`config.mk`:
```
export PLATFORM = sky130hd
export DESIGN_NAME = tcat_cell
export DESIGN_NICKNAME = d
export VERILOG_FILES = /design/src/rtl/tcat_pkg.sv /design/src/rtl/tcat_cell.sv
export SDC_FILE = /design/constraint.sdc
export NUM_CORES = 1
export LEC_CHECK = 0
export BUFFER_PORTS_ARGS = -buffer_cell sky130_fd_sc_hd__clkbuf_2
export CAP_MARGIN = 20
export CORE_AREA = 10 10 422 424
export DETAILED_ROUTE_END_ITERATION = 8
export DIE_AREA = 0 0 432 434
export GPL_TIMING_DRIVEN = 0
export PLACE_DENSITY = 0.41
export RECOVER_POWER = 100
export SLEW_MARGIN = 40
export SYNTH_ARGS = -nofsm -noshare
export SYNTH_HDL_FRONTEND = slang
export SYNTH_SLANG_ARGS = --single-unit
```
`constraint.sdc`:
```
create_clock -name clock -period 4.3 [get_ports clock]
set_input_delay 0.645 -clock clock [delete_from_list [all_inputs] [get_ports clock]]
set_output_delay 0.645 -clock clock [all_outputs]
set_load 0.005 [all_outputs]
```
`src/rtl/tcat_pkg.sv`:
```
// shared types and constants for the trajectory circle approach test
`timescale 1ns / 1ps
package tcat_pkg;

   localparam int COORD_BITS_DEF = 24;
   localparam int CSR_INDEX_BITS = 2;

   localparam logic [CSR_INDEX_BITS-1:0] REG_CENTER_X = 2'd0;
   localparam logic [CSR_INDEX_BITS-1:0] REG_CENTER_Y = 2'd1;
   localparam logic [CSR_INDEX_BITS-1:0] REG_RADIUS   = 2'd2;

   typedef struct packed {
      logic valid;
      logic nonzero;
   } tcat_ctl_type;

endpackage

```
`src/rtl/tcat_cell.sv`:
```
// one cell: a shift-add bit of both products and, in the first COORD_BITS+1 cells, one root bit of both distances
`timescale 1ns / 1ps
module tcat_cell #(
   parameter int COORD_BITS = 24,
   parameter int IDX        = 0
) (
   input  logic                      clock,
   input  logic                      reset,
   input  logic                      en,
   input  tcat_pkg::tcat_ctl_type    ctl_i,
   input  logic [2*COORD_BITS+1:0]   cross_i,
   input  logic [2*COORD_BITS+1:0]   rr_i,
   input  logic [2*COORD_BITS+1:0]   len2_i,
   input  logic [4*COORD_BITS+3:0]   acc_c_i,
   input  logic [4*COORD_BITS+3:0]   acc_r_i,
   input  logic [2*COORD_BITS+1:0]   rem_e_i,
   input  logic [2*COORD_BITS+1:0]   root_e_i,
   input  logic [2*COORD_BITS+1:0]   rem_s_i,
   input  logic [2*COORD_BITS+1:0]   root_s_i,
   output tcat_pkg::tcat_ctl_type    ctl_o,
   output logic [2*COORD_BITS+1:0]   cross_o,
   output logic [2*COORD_BITS+1:0]   rr_o,
   output logic [2*COORD_BITS+1:0]   len2_o,
   output logic [4*COORD_BITS+3:0]   acc_c_o,
   output logic [4*COORD_BITS+3:0]   acc_r_o,
   output logic [2*COORD_BITS+1:0]   rem_e_o,
   output logic [2*COORD_BITS+1:0]   root_e_o,
   output logic [2*COORD_BITS+1:0]   rem_s_o,
   output logic [2*COORD_BITS+1:0]   root_s_o
);
   import tcat_pkg::*;

   localparam int XW = 2 * COORD_BITS + 2;
   localparam int AW = 2 * XW;
   localparam int R  = COORD_BITS + 1;

   tcat_ctl_type  ctl_ff;
   logic [XW-1:0] cross_ff, rr_ff, len2_ff;
   logic [AW-1:0] acc_c_ff, acc_r_ff, acc_c_in, acc_r_in;
   logic [XW-1:0] rem_e_ff, root_e_ff, rem_s_ff, root_s_ff;
   logic [XW-1:0] rem_e_in, root_e_in, rem_s_in, root_s_in;

   always_comb begin
      acc_c_in = cross_i[IDX] ? acc_c_i + (AW'(cross_i) << IDX) : acc_c_i;
      acc_r_in = rr_i[IDX] ? acc_r_i + (AW'(len2_i) << IDX) : acc_r_i;
   end

   generate
      if (IDX < R) begin : g_root
         localparam int SH = 2 * (R - 1 - IDX);
         localparam logic [XW:0] BIT = {{XW{1'b0}}, 1'b1} << SH;
         logic [XW:0] trial_e, trial_s;
         always_comb begin
            trial_e = {1'b0, root_e_i} + BIT;
            trial_s = {1'b0, root_s_i} + BIT;
            if ({1'b0, rem_e_i} >= trial_e) begin
               rem_e_in  = rem_e_i - trial_e[XW-1:0];
               root_e_in = (root_e_i >> 1) + BIT[XW-1:0];
            end else begin
               rem_e_in  = rem_e_i;
               root_e_in = root_e_i >> 1;
            end
            if ({1'b0, rem_s_i} >= trial_s) begin
               rem_s_in  = rem_s_i - trial_s[XW-1:0];
               root_s_in = (root_s_i >> 1) + BIT[XW-1:0];
            end else begin
               rem_s_in  = rem_s_i;
               root_s_in = root_s_i >> 1;
            end
         end
      end else begin : g_pass
         always_comb begin
            rem_e_in  = rem_e_i;
            root_e_in = root_e_i;
            rem_s_in  = rem_s_i;
            root_s_in = root_s_i;
         end
      end
   endgenerate

   always_ff @(posedge clock) begin
      if (reset) begin
         ctl_ff <= '0;
      end else if (en) begin
         ctl_ff <= ctl_i;
      end
   end

   always_ff @(posedge clock) begin
      if (en) begin
         cross_ff  <= cross_i;
         rr_ff     <= rr_i;
         len2_ff   <= len2_i;
         acc_c_ff  <= acc_c_in;
         acc_r_ff  <= acc_r_in;
         rem_e_ff  <= rem_e_in;
         root_e_ff <= root_e_in;
         rem_s_ff  <= rem_s_in;
         root_s_ff <= root_s_in;
      end
   end

   assign ctl_o    = ctl_ff;
   assign cross_o  = cross_ff;
   assign rr_o     = rr_ff;
   assign len2_o   = len2_ff;
   assign acc_c_o  = acc_c_ff;
   assign acc_r_o  = acc_r_ff;
   assign rem_e_o  = rem_e_ff;
   assign root_e_o = root_e_ff;
   assign rem_s_o  = rem_s_ff;
   assign root_s_o = root_s_ff;

endmodule

```
==> impl_results.md, run 1 <==
* WP data required at 4.70 ns
* Area post-placement at 41,500 um^2
* Relative slew slack at -71.1%
* RSZ-0062 raised after global routing: no
* Die X at 432 um
* Clk pwr share at 37.9%
* Core outline area at 169,000 um^2
* Initial antenna violation count at 34
* Post-synthesis sequential area ratio at 50.4%
* Worst vdd ir at 0.283 mV
* DRT Wirelength at 168 mm
* IO Port Bufs at 1,106
* Final Core Density at 25.4%
* Die height at 434 um
* I/O Pins at 1,107
* Period utilization at 97.7%
* Largest area contributor in the synthesized netlist: edfxtp_1
* Vias per cell at 4.49
* Clock Tree Buf Depth at 3
* Synth-to-Final Area Change at 30.8%
* CTS tree: built
* Worst EP arrival at 4.60 ns
* Final WS setup at 0.100 ns
* CP max stage delay at 0.55 ns
* Max-cap viol count at 2
* Seq cells post-synth at 552
* Layout cells sized above 1 at 15.2%
* Bufs and invs on worst path at 5
* Distinct cells, synth at 88
* Leak Pwr at 16.7 nW
* Critical-path maximum fanout at 10
* Power Total at 0.0171 W
* Avg Synthesized Cell Area at 10.8 um^2
* Area contributors post-synth: edfxtp_1, ha_1, xnor2_1
* H-tree depth at 3
* CTS sink cnt at 552
* Num CTS Buffers at 76
* Max-slew violations at 95
* Drt pass-1 iters at 7
* Clk_skew at 0 ns
* Yosys Warn Count at 0
* Worst-Skew Late Latency at 0.67 ns
* Synth top area share at 50.2%
* Status: complete, but fails checks
* Hold path cells at 1
* Setup crit start kind: primary input
* CP Class: primary input to flip-flop
* Total global routing overflow at 0
* FILL cells at 18,460
* Remaining DRCs at 0
* Sw Share at 31.3%
* Initial Util at 19.4%
* Slew @ Worst Pin at 2.57 ns
* Gate Count Post-Synth at 3,050
* Rows at 151
* Mapped Area at 32,900 um^2
* Predominant post-synthesis flop cell: edfxtp_1
* NumNets Final at 5,005
* Failing checks: capacitance limit, slew limit
* Number of global-route vias before repair at 29,195
* Slowest-stage cell, CP: o21ai_1
* Pint at 0.0117 W
* Cell family with most CP delay: simple AND/OR/NAND/NOR gates
* Worst path cell trace: clkbuf_2, inv_1, ha_1, clkbuf_1, nand2_1, nor2_1, nand2_1, nor4_2, and4_1, o41a_1, a31oi_1, and2_1, buf_2, clkbuf_2, o21ai_1
* Hold crit path type: primary input to flip-flop
* Final cell area excluding filler cells at 43,000 um^2
* Setup Viol. Count Final at 0
* FMAX at 0.238 GHz
* Final hold vios at 0
* Register-to-Register Path Depth at 2
* Power Density at 397 nW/um^2
* First-pass GRT wire length at 228 mm
* Post-CTS Hold Buffers at 0
* Gr usage total at 16.9%
* Post-synth EDFFs at 550
* Sequential power share at 39.6%
* Pin count of the biggest net entering global routing at 68
* Clock root cell: clkbuf_16
* Syn Nets at 3,811
* Clk slew on worst S/H paths at 0.06 ns
* Routed WL per cell at 25.7 um
* Antenna Nets Post-Route at 0
* CP Capture Type: flip-flop
* Gp weighted congestion at 0.910
* Net switching power at 0.00534 W
* Vias at 29,346
* Die Area at 187,000 um^2
* HPWL after detailed placement at 142 mm
* Minimum clock period at 4.20 ns
* Power share of the combinational group at 22.5%
* Critical Path Stages at 15
* Detailed Route Iter0 Violations at 2,015
* Fraction of registers with async set/reset at 0%
* Pre-CTS setup slack at -1.28 ns
## cells in the mapped netlist, drive strengths merged, types with 5 or more instances
master / instances
edfxtp: 550
a21oi: 277
nand2: 234
ha: 202
nor2: 187
inv: 170
o21ai: 166
xnor2: 160
a21o: 127
xor2: 113
nand4: 88
mux2: 87
clkbuf: 86
nand3: 77
nor3: 59
and3: 40
buf: 39
o21bai: 36
o21a: 29
nor2b: 27
nand2b: 25
a31oi: 24
a211oi: 20
nor4: 19
and2: 17
o31ai: 17
or3: 13
or4: 10
and4: 8
o211ai: 8
or2: 8
mux2i: 7
a21boi: 6
a31o: 6
a41oi: 6
nor3b: 6
o22ai: 6
o31a: 6
o2111ai: 5
o311ai: 5
o41a: 5
## worst register-to-register path, delay by kind of cell, from the launching register on
kind,cells,cell delay [ns]
AND/OR/NAND/NOR,1,0.05
multiplexers,1,0.14
flip-flops,1,0.30
## sequential cells by signal, summed over array words and instances (netlist names)
register  cells
acc_c_o     100
acc_r_o     100
cross_o      50
len2_o       50
rem_e_o      50
rem_s_o      50
root_e_o     50
root_s_o     50
rr_o         50
ctl_o         2
## power groups by stage
stage / Sequential (W) / Combinational (W) / Clock [W]
after floorplan: 0.00691 / 0.00191 / 0
after global placement: 0.00700 / 0.00403 / 0
after detailed placement: 0.00687 / 0.00404 / 0
after CTS: 0.00677 / 0.00407 / 0.00671
after global routing: 0.00681 / 0.00423 / 0.00689
final: 0.00677 / 0.00384 / 0.00647
## timing repair
item | in CTS | in global routing
setup endpoints to repair | 6 | 16
resized for setup | 5 | 7
buffers inserted | 0 | 0
## stage by stage
stage / setup TNS (ns) / hold WS (ns) / instances
final: 0 / 0.130 / 6538
after CTS: 0 / 0.0316 / 6524
after detailed placement: -57.27 / 0.485 / 6384
after global routing: 0 / 0.0756 / 6530
after global placement: -4585.91 / 0.479 / 6374
after floorplan: 0 / 0.485 / 3050
## logic make-up after synthesis
| family | after synthesis | synth area share (%) |
|---|---|---|
| AND/OR/NAND/NOR | 837 | 12.5 |
| AO/OA/AOI/OAI | 793 | 15.2 |
| adder cells (fa/ha/maj) | 206 | 7.93 |
| flip-flops | 552 | 50.4 |
| buffers and inverters | 295 | 3.55 |
| XOR/XNOR | 273 | 7.27 |
| multiplexers | 94 | 3.19 |
## cell usage in the layout, fill, tap and decap left out, types with 77 or more instances in the layout
| master | instances |
|---|---|
| nor2_1 | 186 |
| o21ai_0 | 138 |
| a21o_1 | 127 |
| nand4_1 | 88 |
| inv_1 | 170 |
| nand2_1 | 234 |
| a21oi_1 | 273 |
| xnor2_1 | 159 |
| clkbuf_1 | 813 |
| nand3_1 | 77 |
| xor2_1 | 113 |
| edfxtp_1 | 550 |
| clkbuf_2 | 406 |
| ha_1 | 202 |
## final cells by class
class | instances | area (um^2) | share of cell area, %
plain buffers | 125 | 533 | 1.24
clock inverters | 46 | 483 | 1.12
repair buffers | 1116 | 4810 | 11.2
flip-flops and latches | 552 | 16600 | 38.5
inverters | 170 | 638 | 1.48
clock buffers | 94 | 1970 | 4.58
diodes | 14 | 35.0 | 0.0815
multi-input cells | 2203 | 15200 | 35.4
well taps | 2218 | 2780 | 6.45
## layer usage
metal / part of all wire (%) / global-route usage [%]
met1: 39 / 19.8
met2: 51 / 30.1
met3: 6.9 / 4.25
met4: 2.8 / 5.02
met5: 0.056 / 0
## final timing paths
path	from	to	slack [ns]
min	rr_i[36]	rr_o[36]	0.13
max reg2reg	ctl_o[1]	ctl_o[1]	3.70
min reg2reg	ctl_o[0]	ctl_o[0]	0.49
max	root_s_i[41]	rem_s_o[47]	0.10
Note: power is estimated with default switching activity, not from simulation.
==> inputs of run 2 (changes only) <==
--- a/config.mk
+++ b/config.mk
@@ -13,6 +13,7 @@
 export GPL_TIMING_DRIVEN = 0
 export PLACE_DENSITY = 0.41
 export RECOVER_POWER = 100
+export SETUP_SLACK_MARGIN = 0.15
 export SLEW_MARGIN = 40
 export SYNTH_ARGS = -nofsm -noshare
 export SYNTH_HDL_FRONTEND = slang
==> impl_results.md, run 2 (synthesis gave the netlist of run 1 again) <==
* RSZ-0062 raised after global routing: no
* IO Port Bufs at 1,106
* CP Capture Type: flip-flop
* CTS tree: built
* Most common cell on crit path: clkbuf_1
* Commonest non-fill, non-tap cell in the layout: clkbuf_1
* CP max stage delay at 0.43 ns
* Final hold vios at 0
* Period utilization at 97.0%
* Routed WL per cell at 25.7 um
* Fin Setup TNS at 0 ns
* Power Density at 397 nW/um^2
* Setup crit start kind: primary input
* Setup Viol. Count Final at 0
* Pint at 0.0117 W
* Worst path cell trace: clkbuf_1, inv_1, ha_1, o21a_1, o31a_1, o41a_1, o311a_1, o21ai_1, a21oi_1, o2111ai_2, and2_1, buf_2, clkbuf_1, o21ai_0
* Power Total at 0.0171 W
* Total global routing overflow at 0
* Layout cells sized above 1 at 15.2%
* Slew @ Worst Pin at 2.54 ns
* Most frequent cells in the layout: clkbuf_1, edfxtp_1, clkbuf_2
* Relative slew slack at -69.2%
* Power share of the combinational group at 22.5%
* WP data required at 4.63 ns
* Minimum clock period at 4.17 ns
* I/O Pins at 1,107
* Sw Share at 31.2%
* Synth-to-Final Area Change at 30.9%
* DRT Wirelength at 168 mm
* Clk slew on worst S/H paths at 0.06 ns
* Sequential power share at 39.6%
* Net switching power at 0.00533 W
* Initial antenna violation count at 34
* Die X at 432 um
* Num CTS Buffers at 76
* Antenna Nets Post-Route at 0
* Clk pwr share at 37.9%
* Gr usage total at 16.9%
* Clock root cell: clkbuf_16
* FMAX at 0.240 GHz
* Clock Tree Buf Depth at 3
* NumNets Final at 5,007
* HPWL after detailed placement at 142 mm
* R2r setup slk at 3.70 ns
* H-tree depth at 3
* Leak Pwr at 16.7 nW
* Clk_skew at 0 ns
* Max-slew violations at 95
* Failing checks: capacitance limit, slew limit
* Hold crit path type: primary input to flip-flop
* Rows at 151
* Worst EP arrival at 4.50 ns
* First-pass GRT wire length at 228 mm
* Worst vdd ir at 0.283 mV
* Gp weighted congestion at 0.910
* Slowest-stage cell, CP: clkbuf_1
* Max-cap viol count at 2
* Core outline area at 169,000 um^2
* Die Area at 187,000 um^2
* Initial Util at 19.4%
* CTS sink cnt at 552
* Vias at 29,343
* Die height at 434 um
* CP Class: primary input to flip-flop
* Vias per cell at 4.49
* Status: complete, but fails checks
* Critical-path maximum fanout at 10
* Pin count of the biggest net entering global routing at 68
* Detailed Route Iter0 Violations at 2,099
* Worst-Skew Late Latency at 0.68 ns
* Remaining DRCs at 0
* Drt pass-1 iters at 5
* Number of global-route vias before repair at 29,198
==> run 2: worst paths after layout <==
kind / from / end / cells past startpoint
worst max-delay path: root_s_i[2] / rem_s_o[25] / 14
worst min-delay path: rr_i[36] / rr_o[36] / 1
worst max register to register: ctl_o[1] / ctl_o[1] / 2
worst min register to register: ctl_o[0] / ctl_o[0] / 2
==> run 2: through the flow <==
stage | cells | cell area (um^2) | hold slack [ns] | worst slack [ns] | utilization [%]
global placement | 6374 | 41200 | 0.479 | -8.42 | 24.4
CTS | 6524 | 44000 | 0.0316 | 0.164 | 26.0
floorplan | 3050 | 32900 | 0.485 | 0.739 | -
detailed placement | 6384 | 41500 | 0.485 | -1.28 | 24.5
finish | 6538 | 43000 | 0.128 | 0.131 | 25.5
global route | 6532 | 43000 | 0.0756 | 0.0916 | 25.4
==> run 2: layout make-up <==
type | instances | area [um^2]
sequential | 552 | 16600
tap | 2218 | 2780
timing repair buffer | 1118 | 4830
multi-input combinational | 2203 | 15200
buffer | 125 | 534
fill | 18453 | 126000
antenna | 12 | 30.0
inverter | 170 | 638
clock buffer | 94 | 1970
clock inverter | 46 | 483
==> run 2: power by group through the flow <==
stage	clock [W]	sequential, W	combinational, W
6_report	0.00647	0.00677	0.00384
4_1_cts	0.00671	0.00677	0.00407
3_3_place_gp	0	0.00700	0.00403
2_1_floorplan	0	0.00691	0.00191
5_1_grt	0.00689	0.00681	0.00423
3_5_place_dp	0	0.00687	0.00404
==> run 2: layer usage <==
| metal | wire length, um | vias up | track usage (%) |
|---|---|---|---|
| li1 | - | 13783 | - |
| met4 | 4630 | 14 | 5.02 |
| met1 | 65900 | 14335 | 19.8 |
| met3 | 11600 | 183 | 4.25 |
| met5 | 94 | - | 0 |
| met2 | 85800 | 1028 | 30.1 |
==> run 2: critical path, delay by kind of cell <==
family,cells,cell delay [ns]
adders and majority gates,1,0.35
buffers and inverters,4,1.13
AOI/OAI and AO/OA,8,2.20
and+or+nand+nor,1,0.15
==> run 2: what timing repair did <==
action | CTS | global route
endpoints found under the setup margin | 19 | 34
buffers inserted | 0 | 2
resized for setup | 9 | 10
hold buffers | 0 | 0
pin swaps | 0 | 1
